## src/rtl/closest_pair_of_points_top_defines.svh

```systemverilog
// Assertion macros shared by the closest-pair block.
`ifndef CLOSEST_PAIR_OF_POINTS_TOP_DEFINES_SVH
`define CLOSEST_PAIR_OF_POINTS_TOP_DEFINES_SVH

`ifndef ASSERT_OFF
// Property must hold at every clock edge outside reset.
`define ASSERT_PROP(label, clk, rst, prop) \
  label: assert property (@(posedge clk) disable iff (rst) prop) \
    else $error("assertion failed");
// Condition must never be true outside reset.
`define ASSERT_NEVER(label, clk, rst, cond) \
  label: assert property (@(posedge clk) disable iff (rst) !(cond)) \
    else $error("forbidden condition seen");
`else
`define ASSERT_PROP(label, clk, rst, prop)
`define ASSERT_NEVER(label, clk, rst, cond)
`endif

`endif

```

## src/rtl/cpp_pkg.sv

```systemverilog
// Types and constants shared by the closest-pair block.
package cpp_pkg;

  localparam int COORD_W = 31;
  localparam int ID_W    = 10;
  localparam int SQ_W    = 2 * COORD_W;
  localparam int DIST_W  = 63;

  // Squared distance reported when the set holds no pair.
  localparam logic [DIST_W-1:0] DIST_NONE = '1;

  // One stored point, coordinates in offset binary so unsigned order matches signed order.
  typedef struct packed {
    logic [COORD_W-1:0] x;
    logic [COORD_W-1:0] y;
    logic [ID_W-1:0]    id;
  } point_t;

  // Request from the sequencer to the distance unit.
  typedef struct packed {
    logic   start;
    point_t a;
    point_t b;
  } dist_req_t;

  // Result from the distance unit, identifiers already ordered.
  typedef struct packed {
    logic              done;
    logic [DIST_W-1:0] sq_dist;
    logic [ID_W-1:0]   lo;
    logic [ID_W-1:0]   hi;
  } dist_res_t;

endpackage

```

## src/rtl/cpp_dist_unit.sv

```systemverilog
// Squared-distance unit: one shared 31x31 multiplier squares dx and then dy.
module cpp_dist_unit (
  input  logic                clk,
  input  logic                rst,
  input  cpp_pkg::dist_req_t  req,
  output cpp_pkg::dist_res_t  res
);

  typedef enum logic [3:0] {
    P_IDLE = 4'b0001,
    P_SQX  = 4'b0010,
    P_SQY  = 4'b0100,
    P_SUM  = 4'b1000
  } phase_t;

  phase_t phase;
  phase_t phase_next;

  logic [cpp_pkg::COORD_W-1:0] dx;
  logic [cpp_pkg::COORD_W-1:0] dy;
  logic [cpp_pkg::SQ_W-1:0]    sqx;
  logic [cpp_pkg::SQ_W-1:0]    sqy;
  logic [cpp_pkg::COORD_W-1:0] mul_op;
  logic [cpp_pkg::SQ_W-1:0]    prod;

  // Phase sequence: capture differences, square dx, square dy, add.
  always_comb begin
    unique case (phase)
      P_IDLE:  phase_next = req.start ? P_SQX : P_IDLE;
      P_SQX:   phase_next = P_SQY;
      P_SQY:   phase_next = P_SUM;
      P_SUM:   phase_next = P_IDLE;
      default: phase_next = P_IDLE;
    endcase
  end

  // The shared multiplier takes dx in the first square phase and dy in the second.
  assign mul_op = (phase == P_SQX) ? dx : dy;
  assign prod   = cpp_pkg::SQ_W'(mul_op) * cpp_pkg::SQ_W'(mul_op);

  always_ff @(posedge clk) begin
    if (rst) begin
      phase    <= P_IDLE;
      res.done <= 1'b0;
    end else begin
      phase    <= phase_next;
      res.done <= (phase == P_SUM);
    end
  end

  // Datapath registers carry no reset.
  always_ff @(posedge clk) begin
    if (phase == P_IDLE && req.start) begin
      dx <= (req.a.x > req.b.x) ? req.a.x - req.b.x : req.b.x - req.a.x;
      dy <= (req.a.y > req.b.y) ? req.a.y - req.b.y : req.b.y - req.a.y;
      if (req.a.id < req.b.id) begin
        res.lo <= req.a.id;
        res.hi <= req.b.id;
      end else begin
        res.lo <= req.b.id;
        res.hi <= req.a.id;
      end
    end
    if (phase == P_SQX) begin
      sqx <= prod;
    end
    if (phase == P_SQY) begin
      sqy <= prod;
    end
    if (phase == P_SUM) begin
      res.sq_dist <= cpp_pkg::DIST_W'(sqx) + cpp_pkg::DIST_W'(sqy);
    end
  end

endmodule

```

## config.mk

```make
export PLATFORM = sky130hd
export DESIGN_NAME = cpp_dist_unit
export DESIGN_NICKNAME = d
export VERILOG_FILES = /design/src/rtl/closest_pair_of_points_top_defines.svh /design/src/rtl/cpp_pkg.sv /design/src/rtl/cpp_dist_unit.sv
export SDC_FILE = /design/constraint.sdc
export NUM_CORES = 2
export LEC_CHECK = 0
export BUFFER_PORTS_ARGS = -buffer_cell sky130_fd_sc_hd__buf_2
export CORE_AREA = 5 5 351 353
export CTS_BUF_LIST = sky130_fd_sc_hd__clkbuf_8
export CTS_CLUSTER_SIZE = 12
export DETAILED_ROUTE_END_ITERATION = 10
export DIE_AREA = 0 0 356 358
export PLACE_DENSITY = 0.6
export SLEW_MARGIN = 20
export SYNTH_ARGS = -nofsm -noshare
export SYNTH_HDL_FRONTEND = slang
export SYNTH_SLANG_ARGS = --single-unit
```

## constraint.sdc

```tcl
create_clock -name clk -period 19.6 [get_ports clk]
set_clock_uncertainty 0.2 [all_clocks]
set_input_delay 1.96 -clock clk [delete_from_list [all_inputs] [get_ports clk]]
set_output_delay 1.96 -clock clk [all_outputs]
set_load 0.01 [all_outputs]
```

==> flow_summary.yaml <==
clock_tree:
  clock_sinks: 272
  cts_setup_buffers: 0
  cts_buffers: 49
  cts-root-buf: "clkbuf_8"
  cts_max_level: 2
  cts_tree: "yes"
  clock_latency_ns: 0.70
  clk_pin_slew_ns: 0.06
  cts-resized-gates: 0
  postCtsHoldBufs: 0
  clock_path_buffers: 3
run_status:
  status: "completed"
critical_path:
  reg2regPathDepth: 27
  r2r-start: "phase[1]"
  worstPathRequired_ns: 19.85
  path_max_fanout: 38
  worstSetupPathType: "register to register"
  r2r_end: "sqy[61]"
  cp-end-kind: "register"
  start_kind: "register"
  r2r_slack_ns: 8.82
  arrival_ns: 11.03
synth:
  synth_most_common_cell: "inv_1"
  async_reset_ff_share_pct: 0
  yosys.area.top_type_share_pct: 33.48
  ys_seq_area_share_pct: 18.05
  netlist_area_mm2: 0.04497
  synth_nets: 6035
  avgSynthCellArea_um2: 9.599
  synthTopCellsByCount: "inv_1 (1088), fa_1 (752), ha_1 (451), nand2_1 (401), nor2_1 (331)"
  postSynthCellCount: 4685
  synthTopCellsByArea: "fa_1 (33%), edfxtp_1 (18%), ha_1 (13%)"
  ys_warn_count: 0
  synth_edf_count: 267
  synth_ff_type: "edfxtp_1"
  synth_top_cell_by_area: "fa_1"
  synth_seq_cells: 272
  ys_types: 93
sta:
  tightestPinTransition_ns: 1.060
  fin_crit_ns: 10.78
  rsz0062_at_grt: "false"
  layout_setup_ws_ns: 8.822
  period_share_pct: 54.99
  finalHoldViolations: 0
  finalSetupViolCount: 0
  fmax_ghz: 0.09278
  tns_ns: 0
  relSlewSlack_pct: 29.29
  report.final.slew_viol_count: 0
cells_and_area:
  multiInputGateArea_mm2: 0.03217
  nets: 6204
  nFillCells: 11840
  post-route-util_pct: 40.92
  final_area_mm2: 0.04890
  drive_gt1_share_pct: 8.688
  syn_to_final_growth_pct: 8.739
  ff_latch_area_mm2: 0.008118
grt:
  grt_pass1_vias: 34780
  grt_pass1_wl_um: 197700
  grt_overflow: 0
  grt_busiest_layer: "met2"
  met3_usage_pct: 4.079
  antenna_found_initial: 6
  use_met2_pct: 33.08
  grt_usage_pct: 19.91
  grtUsageMet1_pct: 26.37
  grt_max_degree: 61
hold_path:
  holdPathEnd: "res[20]"
  min_from: "sqy[0]"
  min_path_type: "register to register"
  holdPathStages: 1
placed_design:
  dp_hpwl_um: 102100
  place_congestion: 0.9168
  portBuffers: 230
  dpl_cell_area_mm2: 0.04790
  pre_cts_ws_ns: 8.921
routing:
  drcViolationCount: 0
  drt_wl_total_um: 126700
  via_per_inst: 5.065
  dr.pass1.iters: 5
  ant_nets: 0
  drt-initial-drc-count: 2175
  wl_per_cell_um: 19.48
  vias: 32960
floorplanning:
  die_h_um: 358
  die_area_mm2: 0.1274
  die_x_um: 356
  rows: 127
  coreArea_mm2: 0.1195
  ios: 231
  start_util_pct: 37.63
job:
  maxCapViolations: 0
[worst max-delay path by stage]
stage              from  endpoint  slack (ns)
4_1_cts        phase[3]   sqx[60]        8.89
6_report       phase[1]   sqy[61]        8.82
2_1_floorplan  req[144]  phase[0]        8.87
3_5_place_dp   phase[1]   sqx[61]        8.92
3_3_place_gp   phase[3]   sqx[61]        9.01
5_1_grt        phase[1]   sqx[60]        8.36
[critical path, cell delays in order, from the launching register on]
cell	delay, ns
dfxtp_1	0.40
nor4b_2	0.28
buf_4	0.59
mux2_2	0.59
clkinv_1	0.89
nor2_1	0.53
fa_1	0.50
fa_1	0.50
fa_1	0.54
inv_1	0.06
fa_1	0.47
inv_1	0.05
fa_1	0.48
fa_1	0.56
fa_1	0.43
fa_1	0.45
ha_1	0.41
nand2_1	0.12
o21ai_0	0.31
a31o_2	0.16
o31ai_1	0.06
a31oi_1	0.39
a31oi_1	0.36
o21ai_0	0.53
nand2_1	0.18
o21ai_0	0.19
a21oi_1	0.10
xnor2_1	0.14
[routing by layer]
| metal | wire length (um) | vias to the layer above |
|---|---|---|
| li1 | - | 15190 |
| met1 | 53580 | 16320 |
| met3 | 10070 | 254 |
| met4 | 4225 | 2 |
| met5 | 7 | - |
| met2 | 58840 | 1193 |
[cells in the final DEF (no fill, tap or decap), drive strengths merged, types with 110 or more instances in the layout]
| cell | synthesis | routed |
|---|---|---|
| xnor2 | 110 | 110 |
| a21oi | 245 | 245 |
| nand2 | 402 | 402 |
| fa | 752 | 752 |
| edfxtp | 267 | 267 |
| nor2 | 331 | 331 |
| buf | 29 | 276 |
| inv | 1089 | 1103 |
| a21o | 130 | 130 |
| ha | 451 | 451 |
| o21ai | 142 | 142 |
[flip-flops by register name (all words and copies together) (netlist names)]
register,flops
dx,31
res,84
sqy,61
sqx,61
phase,4
dy,31
[area by class of cell]
type                       count  area share (%)
inverter                    1097           8.421
multi-input combinational   3158           65.79
sequential                   272           16.60
tap                         1612           4.125
antenna                        2         0.01023
clock buffer                  49           1.379
timing repair buffer         276           3.060
clock inverter                40          0.6141
[kinds of logic after synthesis]
logic type / share of synthesized area (%)
AO/OA/AOI/OAI: 10.67
buffers and inverters: 10.66
multiplexers: 1.856
flip-flops: 18.05
XOR/XNOR: 3.681
adder cells (fa/ha/maj): 46.02
AND/OR/NAND/NOR: 9.056
[metrics by stage]
stage,hold slack (ns),cells
floorplan,0.3128,4685
global placement,0.3289,6415
detailed placement,0.3236,6415
CTS,0.3436,6504
global route,0.3686,6506
finish,0.3413,6506
Power is left out: the tool's default activity adds up to more than one toggle a clock period on the data nets, which glitch-free logic cannot reach.
